==> src/sv/npcs_pkg.sv <==
// ----------------------------------------------------------------------------
// npcs_pkg: shared types and constants of the nearest palette color search
// Field widths, request kinds and the color record used by the search datapath.
// ----------------------------------------------------------------------------
package npcs_pkg;

   // field widths
   localparam int CHAN_W    = 8;
   localparam int INDEX_W   = 10;
   localparam int DIST_W    = 18;
   localparam int COUNT_W   = 11;
   localparam int SQ_W      = 2 * CHAN_W;
   localparam int COLOR_W   = 3 * CHAN_W;

   // stream payload widths, padded to whole bytes
   localparam int REQ_TDATA_W = 40;
   localparam int RSP_TDATA_W = 32;

   // default palette depth and largest possible distance
   localparam int DEPTH_DEFAULT = 1024;
   localparam logic [DIST_W-1:0] MAX_DIST = DIST_W'(195075);

   // request kinds carried in tuser
   typedef enum logic {
      REQ_LOAD  = 1'b0,
      REQ_QUERY = 1'b1
   } req_kind_type;

   // one palette color, blue in the lowest bits
   typedef struct packed {
      logic [CHAN_W-1:0] red;
      logic [CHAN_W-1:0] green;
      logic [CHAN_W-1:0] blue;
   } color_type;

endpackage

==> src/sv/npcs_dist.sv <==
// ----------------------------------------------------------------------------
// npcs_dist: squared Euclidean distance unit
// Two-stage pipeline: per-channel absolute difference and square, then sum.
// ----------------------------------------------------------------------------
module npcs_dist
   import npcs_pkg::*;
#(
   parameter int ADDR_W = 10
) (
   input  logic              clock,
   input  logic              reset,
   input  logic              in_valid,
   input  logic [ADDR_W-1:0] in_index,
   input  color_type         entry,
   input  color_type         pixel,
   output logic              out_valid,
   output logic [ADDR_W-1:0] out_index,
   output logic [DIST_W-1:0] out_distance,
   output logic              busy
);

   logic              sq_valid_ff;
   logic [ADDR_W-1:0] sq_index_ff;
   logic [SQ_W-1:0]   sq_blue_ff;
   logic [SQ_W-1:0]   sq_green_ff;
   logic [SQ_W-1:0]   sq_red_ff;
   logic              sum_valid_ff;
   logic [ADDR_W-1:0] sum_index_ff;
   logic [DIST_W-1:0] sum_ff;

   logic [CHAN_W-1:0] diff_blue;
   logic [CHAN_W-1:0] diff_green;
   logic [CHAN_W-1:0] diff_red;

   // absolute channel differences
   assign diff_blue  = (entry.blue >= pixel.blue) ? (entry.blue - pixel.blue)
                                                  : (pixel.blue - entry.blue);
   assign diff_green = (entry.green >= pixel.green) ? (entry.green - pixel.green)
                                                    : (pixel.green - entry.green);
   assign diff_red   = (entry.red >= pixel.red) ? (entry.red - pixel.red)
                                                : (pixel.red - entry.red);

   // square each difference, then add the three squares
   always_ff @(posedge clock) begin
      if (reset) begin
         sq_valid_ff  <= 1'b0;
         sum_valid_ff <= 1'b0;
      end else begin
         sq_valid_ff  <= in_valid;
         sum_valid_ff <= sq_valid_ff;
      end
      sq_index_ff  <= in_index;
      sq_blue_ff   <= SQ_W'(diff_blue) * SQ_W'(diff_blue);
      sq_green_ff  <= SQ_W'(diff_green) * SQ_W'(diff_green);
      sq_red_ff    <= SQ_W'(diff_red) * SQ_W'(diff_red);
      sum_index_ff <= sq_index_ff;
      sum_ff       <= DIST_W'(sq_blue_ff) + DIST_W'(sq_green_ff) + DIST_W'(sq_red_ff);
   end

   assign out_valid    = sum_valid_ff;
   assign out_index    = sum_index_ff;
   assign out_distance = sum_ff;
   assign busy         = sq_valid_ff | sum_valid_ff;

endmodule

==> config.mk <==
export PLATFORM = sky130hd
export DESIGN_NAME = npcs_dist
export DESIGN_NICKNAME = d
export VERILOG_FILES = /design/src/sv/npcs_pkg.sv /design/src/sv/npcs_dist.sv
export SDC_FILE = /design/constraint.sdc
export NUM_CORES = 1
export LEC_CHECK = 0
export BUFFER_PORTS_ARGS = -buffer_cell sky130_fd_sc_hd__buf_2
export CAP_MARGIN = 15
export CORE_ASPECT_RATIO = 1.4
export CORE_MARGIN = 4
export CORE_UTILIZATION = 42
export CTS_BUF_LIST = sky130_fd_sc_hd__clkbuf_8
export DETAILED_ROUTE_END_ITERATION = 6
export HOLD_SLACK_MARGIN = 0.1
export PLACE_DENSITY_LB_ADDON = 0.05
export SYNTH_ARGS = -nofsm -noshare
export SYNTH_HDL_FRONTEND = slang
export SYNTH_SLANG_ARGS = --single-unit
==> constraint.sdc <==
create_clock -name clock -period 8.4 [get_ports clock]
set_input_delay 2.52 -clock clock [delete_from_list [all_inputs] [get_ports clock]]
set_output_delay 2.52 -clock clock [all_outputs]
set_load 0.05 [all_outputs]
======== Word-level counts from Yosys, hierarchy flattened ========
Cells that the tools add are included.
operators by class
  multiplexer cells ....................... 3
  $lt $le $gt $ge ......................... 3
  add/sub/neg operators ................... 8
  multipliers ............................. 3
  bitwise logic cells ..................... 1
operators by type and width
  operator                                      number
  8-bit by 8-bit multiplier with 16-bit output  3
  8-bit subtractor                              6
  8-bit >= comparator                           3
  8-bit 2-to-1 mux                              3
  17-bit by 16-bit adder with 18-bit output     1
  16-bit by 16-bit adder with 17-bit output     1
  1-bit bitwise OR                              1
word-level totals
  bits of input ports ..................... 61
  flip-flop bits (word level) ............. 88
  output and inout bits ................... 30

======== Longest topological paths before layout ========
Gate-level depths: netlist of run 1.
  word-level depth ........................ 3
  mapped depth ............................ 26
  mapped depth without buffers ............ 26

======== Worst setup path after synthesis of run 1 ========
OpenSTA, ideal clock, no wires.
  path kind ............................... input to register
  start ................................... in entry[21] (netlist bit)
  end ..................................... reg sq_red_ff[13]
  path buffers ............................ 1
  arrival ................................. 8155 ps
  cell stages on the path ................. 22
  path slack .............................. 119 ps
  cells stage by stage .................... inv_1 > ha_1 > buf_6 > a21o_1 > a21o_1 > a211oi_4 > mux2i_1 > xor2_2 > or2_1 > inv_1 > fa_1 > fa_1 > inv_1 > fa_1 > fa_1 > inv_1 > ha_1 > nand2_1 > o21ai_0 > o41ai_1 > o21ai_0 > xor2_1
between the ends
  word-level cells in the longest chain between the ends .. 3
  elaborated cells between the ends (all ways) .. 5
RTL lines
  element                                         RTL line         RTL
  start: declaration                              npcs_dist.sv:14  input color_type entry,
  8-bit subtractor, or another cell as far along  npcs_dist.sv:41  : (pixel.red - entry.red);
  8-bit 2-to-1 mux *                              npcs_dist.sv:40  assign diff_red = (entry.red >= pixel.red) ? (entry.red - pixel.red)
  8-bit by 8-bit multiplier with 16-bit output *  npcs_dist.sv:55  sq_red_ff <= SQ_W'(diff_red) * SQ_W'(diff_red);
  end signal: assignment                          npcs_dist.sv:55
  end: declaration                                npcs_dist.sv:26  logic [SQ_W-1:0] sq_red_ff;
Mark *: on every way between the ends. The rest lies on a longest branch, timed or not.
A chain may end at the register's enable or synchronous reset.

======== Final worst setup path of run 1 ========
  start ................................... in entry[0] (netlist bit)
  end ..................................... reg sq_blue_ff[15]
between the ends
  word-level cells in the longest chain between the ends .. 3
  elaborated cells between the ends (all ways) .. 5
RTL lines
  element                                         RTL line         RTL
  8-bit subtractor, or another cell as far along  npcs_dist.sv:37  : (pixel.blue - entry.blue);
  8-bit 2-to-1 mux *                              npcs_dist.sv:36  assign diff_blue = (entry.blue >= pixel.blue) ? (entry.blue - pixel.blue)
  8-bit by 8-bit multiplier with 16-bit output *  npcs_dist.sv:53  sq_blue_ff <= SQ_W'(diff_blue) * SQ_W'(diff_blue);
  end signal: assignment                          npcs_dist.sv:53
  end: declaration                                npcs_dist.sv:24  logic [SQ_W-1:0] sq_blue_ff;
Marks and branches as above.

==> impl_metrics.toml, run 1 <==
[timing]
final_hold_viol_count = 0
setup_viol_count_final = 0
drv_slew = 0
min_period_ns = 8.066
rsz0062_at_grt = "no"
max_freq_ghz = 0.1240
clock-skew-final_ns = 0.01212
post-route-period-util = 0.9602
final.setup.worst_slack_ns = 0.3341

[setup_path]
crit_path_start_kind = "input pin"
crit_arrival_ns = 8.31
worstReg2RegStart = "sq_blue_ff[4]$_DFF_P_"
critical_path_required_ns = 8.65
worstSetupStartpoint = "entry[0]"
crit_type = "input pin to register"
critical_path.endpoint_type = "register"
critical_path.max_fanout = 7

[route]
post_drt_via_cell_ratio = 4.731
route.detailed.wl_per_inst_um = 12.39
drt-pass1-iter-count = 4
initialDrtViolationCount = 179
detail_route.drc_violations = 0
remaining_number_of_nets_flagged_by_the_antenna_check_after_routing = 0
detail_route.wirelength_mm = 18.16
via_count = 6936

[logic_synthesis]
ys.warnings.count = 0
synth_enable_flop_cells = 0
synthArstFlopShare = 0
synth.top_cell.area_share = 0.2072
postSynth.topFlopCell = "dfxtp_1"
synth_cells = 1016
synthDistinctLibCells = 51
synth_largest_area_cell = "fa_1"
synth.cell_area_um2 = 9374
synth.yosys.seq_area_share = 0.1815
synth_area_per_cell_um2 = 9.226
synth_seq_cells = 85
synth_area_leaders = "fa_1, ha_1, dfxtp_1"

[flow_run]
max_cap_violations = 0

[global_routing]
initial_antenna_violation_count = 0
maximum_number_of_pins_on_one_net_before_global_route_repair = 16
grt_pass1_wl_mm = 32.06
first_global_vias = 7127
gr-usage-all-layers = 0.1567
grt_overflow = 0

[final_layout]
layout.filler_cells = 2209
antenna_cells_inserted = 0
final_cell_area_um2 = 10810
layout_common_cells = "inv_1, ha_1, nor2_1"
final_net_count = 1471
area_delta_synth_final_pct = 15.35
final_common_cell = "inv_1"
drive_above_1_share = 0.1779

[clock_network]
clk_transition_reported_paths_ns = 0.08
numClockSinks = 85
clk_root_buffer_cell = "clkbuf_8"
tritoncts_clock_tree = "built"
cts_htree_levels = 3
cts_repair_resizes = 0
insertion_delay_ns = 0.36
max-clock-path-buffers = 2
postCtsSetupBuffers = 0
cts_buffers = 9
cts_hold_buf = 0

[die]
ioPinCount = 91
die_x_um = 134.3
row_count = 64
start_util = 0.4272
dieArea_um2 = 24810
core_area_um2 = 21940
die_ht_um = 184.8

[place]
gp_congestion = 0.8282
pre_cts_ws_ns = -0.05682
dpl-instance-area_um2 = 10620
place.detailed.hpwl_mm = 16.23
number_of_port_buffers = 90

[run_status]
status = "completed"

[min_path]
hold_path_startpoint = "sq_index_ff[7]$_DFF_P_"
hp-class = "register to register"
==> final timing paths <==
check,endpoint,slack (ns),cells after the start
min reg2reg,out_index[7]$_DFF_P_,0.33,0
min,out_index[7]$_DFF_P_,0.33,0
max reg2reg,out_distance[15]$_DFF_P_,5.81,9
max,sq_blue_ff[15]$_DFF_P_,0.33,25
==> registers in the layout, indices dropped and copies added (netlist names) <==
name / count
sq_index_ff: 10
sq_green_ff: 15
out_valid: 1
sq_red_ff: 15
out_index: 10
out_distance: 18
sq_valid_ff: 1
sq_blue_ff: 15
==> routing by layer <==
metal	global-route usage	vias up	part of all wire
met4	0.06398	0	0.034
met2	0.2892	85	0.53
met1	0.1829	3261	0.41
met5	0	-	0
li1	-	3560	-
met3	0.01912	30	0.025
==> cell usage after synthesis, drive strengths merged, types with 3 or more instances <==
cell type,count
a211oi,11
a21o,29
a21oi,50
a221oi,3
a31oi,15
and3,3
buf,10
clkbuf,10
dfxtp,85
fa,97
ha,149
inv,198
mux2i,22
nand2,36
nand2b,8
nand3,7
nand3b,5
nand4,6
nor2,102
nor2b,3
nor3,11
o211ai,4
o21ai,20
o21bai,6
o31ai,3
o41ai,3
or2,18
or3,3
xnor2,55
xor2,27
==> stage by stage <==
stage | hold WS (ns) | TNS, ns | std cells | util
6_report | 0.3268 | 0 | 1466 | 0.4928
3_3_place_gp | 0.3104 | -0.03802 | 1450 | 0.4839
3_5_place_dp | 0.3121 | -0.09980 | 1450 | 0.4839
4_1_cts | 0.3292 | 0 | 1466 | 0.4928
5_1_grt | 0.3385 | 0 | 1466 | 0.4928
2_1_floorplan | 0.3096 | 0 | 1018 | -
==> logic make-up after synthesis <==
family	after synthesis	share of synthesized area
compound gates	155	0.1104
buf+inv	218	0.08996
xor+xnor	82	0.08663
simple gates	207	0.1016
mux	22	0.02349
other cells	1	0.0004000
fa+ha+maj	246	0.4060
flops	85	0.1815
==> cell type report <==
| type | count | area (um^2) | share of cell area |
|---|---|---|---|
| inverters | 198 | 743.2 | 0.06873 |
| well taps | 297 | 371.6 | 0.03437 |
| clock inverters | 7 | 72.57 | 0.006711 |
| multi-input cells | 715 | 6837 | 0.6323 |
| repair buffers | 155 | 963.4 | 0.08910 |
| clock buffers | 9 | 123.9 | 0.01146 |
| flip-flops and latches | 85 | 1702 | 0.1574 |
==> worst max-delay path: stages <==
cell,delay (ns)
buf_2,0.11
inv_1,0.05
ha_1,0.14
inv_1,0.05
fa_1,0.39
a21oi_1,0.19
o211ai_1,0.15
a221oi_4,0.29
buf_12,0.17
mux2i_1,0.28
xnor2_2,0.12
or2_2,0.33
fa_1,0.54
inv_1,0.07
fa_1,0.49
fa_1,0.48
inv_1,0.05
fa_1,0.47
inv_1,0.04
ha_1,0.20
or4_1,0.53
o2111ai_1,0.15
o21ai_0,0.18
a31oi_1,0.24
xnor2_1,0.09
Power of run 1 is not shown: default switching activity piles up to over one toggle a cycle in this logic, so the estimate is an artifact.
==> run 2, diff against run 1 <==
- clock period: 8.4 -> 7.8 ns (I/O delays scaled with it)
==> run 2 against run 1 <==
Net effect:
- register-to-register slack worse by 0.63 ns
- clock skew is 0.00092 ns higher
- utilization is 6.2 points higher
- cell area is 13% higher
- flip-flop and latch count stayed put
- via count is 5.3% higher
- count of clock-buffer cells in the layout stayed put
- die area stayed put
- highest routed layer unchanged
==> impl_metrics.toml, run 2 (synthesis results as in run 1) <==
[run_status]
status = "completed"

[setup_path]
critical_path.max_fanout = 7
worstReg2RegStart = "sq_green_ff[10]$_DFF_P_"
timing.rr.end = "out_distance[15]$_DFF_P_"
crit_path_start_kind = "input pin"
crit_end = "sq_blue_ff[15]$_DFF_P_"
worst_reg2reg_path_depth = 8
worstSetupStartpoint = "entry[0]"
critical_path_required_ns = 8.07
crit_arrival_ns = 7.87
timing.reg2reg.setup_slack_ns = 5.18
critical_path.endpoint_type = "register"
crit_type = "input pin to register"

[final_layout]
layout_common_cells = "inv_1, buf_4, ha_1"
antenna_cells_inserted = 0
final_common_cell = "inv_1"
layout.filler_cells = 2124
drive_above_1_share = 0.3056
largest_register_ffs = 18
area_delta_synth_final_pct = 29.79
final_core_utilization = 0.5545
final_net_count = 1588

[global_routing]
grt_pass1_wl_mm = 32.73
first_global_vias = 7548
initial_antenna_violation_count = 0
grt_overflow = 0
maximum_number_of_pins_on_one_net_before_global_route_repair = 17
gr-usage-all-layers = 0.1584

[place]
gp_congestion = 0.8346
place.detailed.hpwl_mm = 16.90
number_of_port_buffers = 90

[die]
ioPinCount = 91
core_area_um2 = 21940
dieArea_um2 = 24810
start_util = 0.4272
die_x_um = 134.3
row_count = 64
die_ht_um = 184.8

[clock_network]
clk_root_buffer_cell = "clkbuf_8"
insertion_delay_ns = 0.35
cts_buffers = 9
numClockSinks = 85
cts_htree_levels = 3
clk_transition_reported_paths_ns = 0.09
cts_hold_buf = 0
max-clock-path-buffers = 2
tritoncts_clock_tree = "built"

[route]
via_count = 7306
drt-pass1-iter-count = 4
detail_route.wirelength_mm = 18.76
detail_route.drc_violations = 0
remaining_number_of_nets_flagged_by_the_antenna_check_after_routing = 0
initialDrtViolationCount = 133
post_drt_via_cell_ratio = 4.615
route.detailed.wl_per_inst_um = 11.85

[timing]
final_hold_viol_count = 0
drv_slew = 0
rsz0062_at_grt = "yes"
post-route-period-util = 0.9735
clock-skew-final_ns = 0.01304
timing.hold.ws_ns = 0.3202
min_period_ns = 7.594
max_freq_ghz = 0.1317
setup_viol_count_final = 0

[flow_run]
max_cap_violations = 0

[min_path]
hp-class = "register to register"
-- run 2: changes by cell type in the layout (fill, tap and decap cells not counted), moves of 6 or more --
cell,delta
inv_2,+10
mux2i_1,-13
ha_4,+6
fa_1,-8
buf_4,+113
inv_1,-12
mux2i_4,+8
o21ai_0,-6
ha_1,-10
fa_2,+8
-- run 2: routing by layer --
layer	GRT usage	share of wire
met1	0.1816	0.40
met2	0.3119	0.56
met3	0.01720	0.031
met4	0.03586	0.014
met5	0	0
-- run 2: per-stage QoR --
| step | setup TNS (ns) | cells | area, um^2 | setup WS [ns] |
|---|---|---|---|---|
| 2_1_floorplan | 0 | 1018 | 9484 | 0.001703 |
| 3_3_place_gp | -3.209 | 1557 | 11510 | -0.2968 |
| 3_5_place_dp | -4.140 | 1557 | 11510 | -0.3710 |
| 4_1_cts | 0 | 1573 | 11710 | 0.01294 |
| 5_1_grt | -0.1098 | 1583 | 12170 | -0.06895 |
| 6_report | 0 | 1583 | 12170 | 0.2065 |
-- run 2: how the worst min path moves through the flow --
stage / start / to / slack, ns / cells past startpoint
after floorplan: sq_index_ff[0]$_DFF_P_ / out_index[0]$_DFF_P_ / 0.31 / 0
after global placement: sq_index_ff[6]$_DFF_P_ / out_index[6]$_DFF_P_ / 0.31 / 0
after detailed placement: sq_index_ff[5]$_DFF_P_ / out_index[5]$_DFF_P_ / 0.31 / 0
after CTS: sq_index_ff[6]$_DFF_P_ / out_index[6]$_DFF_P_ / 0.32 / 0
after global routing: sq_index_ff[6]$_DFF_P_ / out_index[6]$_DFF_P_ / 0.32 / 0
final: sq_index_ff[6]$_DFF_P_ / out_index[6]$_DFF_P_ / 0.32 / 0
-- run 2: layout make-up --
class | instances | area, um^2 | share of cell area
multi-input combinational | 715 | 7286 | 0.5988
sequential | 85 | 1702 | 0.1399
clock buffer | 9 | 123.9 | 0.01018
tap | 297 | 371.6 | 0.03054
clock inverter | 7 | 80.08 | 0.006582
inverter | 198 | 745.7 | 0.06129
timing repair buffer | 272 | 1858 | 0.1527
-- run 2: worst max-delay path, stage by stage --
cell	delay (ns)
buf_8	0.10
inv_4	0.05
ha_4	0.12
inv_2	0.04
fa_2	0.39
a21oi_2	0.16
o211ai_1	0.17
a221oi_4	0.30
buf_12	0.19
mux2i_4	0.30
xnor2_4	0.15
or2_4	0.25
fa_1	0.51
inv_1	0.07
fa_1	0.47
fa_1	0.49
inv_1	0.05
fa_1	0.47
inv_1	0.04
ha_2	0.17
or4_4	0.49
o2111ai_4	0.11
o21ai_2	0.09
a31oi_1	0.19
xnor2_1	0.14
-- run 2: timing repair --
item                                    in CTS  in global routing
buffers inserted                             0                 10
gates resized for setup                      0                 84
endpoints found under the setup margin       0                 18
Power of run 2 is left out for the same reason.
==> run 3, diff against run 2 <==
- CELL_PAD_IN_SITES_DETAIL_PLACEMENT: unset -> 1
- CELL_PAD_IN_SITES_GLOBAL_PLACEMENT: unset -> 2
- CORE_UTILIZATION: 42 -> 39
==> run 3 against run 2 <==
Net effect:
- first-iteration DRC count up 6.0%
- global-route usage rose by 2.5 points
- cell area rose by 1.7%
- critical path depth stayed put
- hold slack better by 0.011 ns
- clock skew about the same
- die area up 7.3%
==> impl_metrics.toml, run 3 (synthesis results as in run 1) <==
[global_routing]
grt_pass1_wl_mm = 39.69
grt_overflow = 0
gr-usage-all-layers = 0.1836
maximum_number_of_pins_on_one_net_before_global_route_repair = 16
first_global_vias = 8630
initial_antenna_violation_count = 0

[place]
pre_cts_ws_ns = -0.4410
place.detailed.hpwl_mm = 20.75
gp_congestion = 0.8246
number_of_port_buffers = 90

[setup_path]
timing.rr.end = "out_distance[15]$_DFF_P_"
crit_type = "input pin to register"
crit_path_frequent_cell = "fa_1"
crit_end = "sq_blue_ff[15]$_DFF_P_"
critical_path.max_fanout = 7
timing.reg2reg.setup_slack_ns = 4.83
worstReg2RegStart = "sq_blue_ff[3]$_DFF_P_"
crit_arrival_ns = 7.92
cp_slowest_cell = "or4_4"
worstSetupStartpoint = "entry[0]"
critical_path_required_ns = 8.12
worst_reg2reg_path_depth = 9
crit_path_start_kind = "input pin"
critPathMaxStageDelay_ns = 0.55
critical_path.endpoint_type = "register"

[route]
detail_route.drc_violations = 0
route.detailed.wl_per_inst_um = 14.85
post_drt_via_cell_ratio = 4.771
initialDrtViolationCount = 141
via_count = 7671
detail_route.wirelength_mm = 23.88
drt-pass1-iter-count = 4
remaining_number_of_nets_flagged_by_the_antenna_check_after_routing = 0

[clock_network]
insertion_delay_ns = 0.38
tritoncts_clock_tree = "built"
max-clock-path-buffers = 2
cts_buffers = 9
cts_htree_levels = 3
numClockSinks = 85
clk_root_buffer_cell = "clkbuf_8"
cts_hold_buf = 0
clk_transition_reported_paths_ns = 0.09

[die]
dieArea_um2 = 26620
row_count = 66
ioPinCount = 91
core_area_um2 = 23450
start_util = 0.3997
die_x_um = 139.0
die_ht_um = 191.4

[flow_run]
max_cap_violations = 0

[timing]
post-route-period-util = 0.9753
setup_tns_ns = 0
drv_slew = 0
min_period_ns = 7.607
rsz0062_at_grt = "yes"
final.setup.worst_slack_ns = 0.1927
max_freq_ghz = 0.1315
setup_viol_count_final = 0
final_hold_viol_count = 0
clock-skew-final_ns = 0.01351

[final_layout]
antenna_cells_inserted = 0
final_core_utilization = 0.5277
final_net_count = 1605
final_common_cell = "buf_4"
largest_register_ffs = 18
area_delta_synth_final_pct = 32.02
layout_common_cells = "buf_4, inv_1, ha_1"
drive_above_1_share = 0.3226

[run_status]
status = "completed"

[min_path]
hp-class = "register to register"
[run 3: changes by cell type in the layout (fill, tap and decap cells not counted), moves of 3 or more]
| cell | before | now |
|---|---|---|
| xnor2_1 | 45 | 42 |
| a21oi_2 | 1 | 5 |
| a21oi_1 | 49 | 45 |
| xnor2_2 | 7 | 12 |
| nor2_4 | 1 | 4 |
| buf_4 | 176 | 192 |
[run 3: per-layer routing]
metal	vias up	GRT usage	wire, um
met1	3740	0.1831	8744
met2	78	0.3883	14150
met5	-	0	0
met3	33	0.01652	378
met4	0	0.06062	601
li1	3820	-	-
[run 3: area by class of cell]
type,count,area [um^2]
clock buffer,9,123.9
clock inverter,6,95.09
fill,2751,11080
inverter,198,745.7
multi-input combinational,715,7337
sequential,85,1702
tap,306,382.9
timing repair buffer,289,1989
[run 3: critical path: cells and delay by family]
kind	cells	cell delay, ns
adders and majority gates	7	2.66
AOI/OAI and AO/OA	6	1.03
and+or+nand+nor	2	0.73
buffers and inverters	7	0.65
muxes	1	0.27
xor gates and xnor gates	2	0.23
[run 3: what timing repair did]
item / CTS / global route
buffers inserted: 4 / 14
gates resized for setup: 8 / 91
endpoints found under the setup margin: 4 / 16
pin swaps: 3 / 59
[run 3: stage by stage]
stage | hold WS (ns) | cells | area (um^2)
6_report | 0.3309 | 1608 | 12380
4_1_cts | 0.3359 | 1594 | 11870
3_3_place_gp | 0.3096 | 1575 | 11590
5_1_grt | 0.3396 | 1608 | 12380
2_1_floorplan | 0.3096 | 1018 | 9484
3_5_place_dp | 0.3146 | 1575 | 11590
[run 3: worst min-delay path by stage]
stage / from / cells past startpoint / end / slack, ns
3_5_place_dp: sq_index_ff[1]$_DFF_P_ / 0 / out_index[1]$_DFF_P_ / 0.31
3_3_place_gp: sq_index_ff[5]$_DFF_P_ / 0 / out_index[5]$_DFF_P_ / 0.31
6_report: sq_index_ff[2]$_DFF_P_ / 0 / out_index[2]$_DFF_P_ / 0.33
5_1_grt: sq_index_ff[1]$_DFF_P_ / 0 / out_index[1]$_DFF_P_ / 0.34
2_1_floorplan: sq_index_ff[0]$_DFF_P_ / 0 / out_index[0]$_DFF_P_ / 0.31
4_1_cts: sq_index_ff[1]$_DFF_P_ / 0 / out_index[1]$_DFF_P_ / 0.34
Power of run 3 is left out for the same reason.
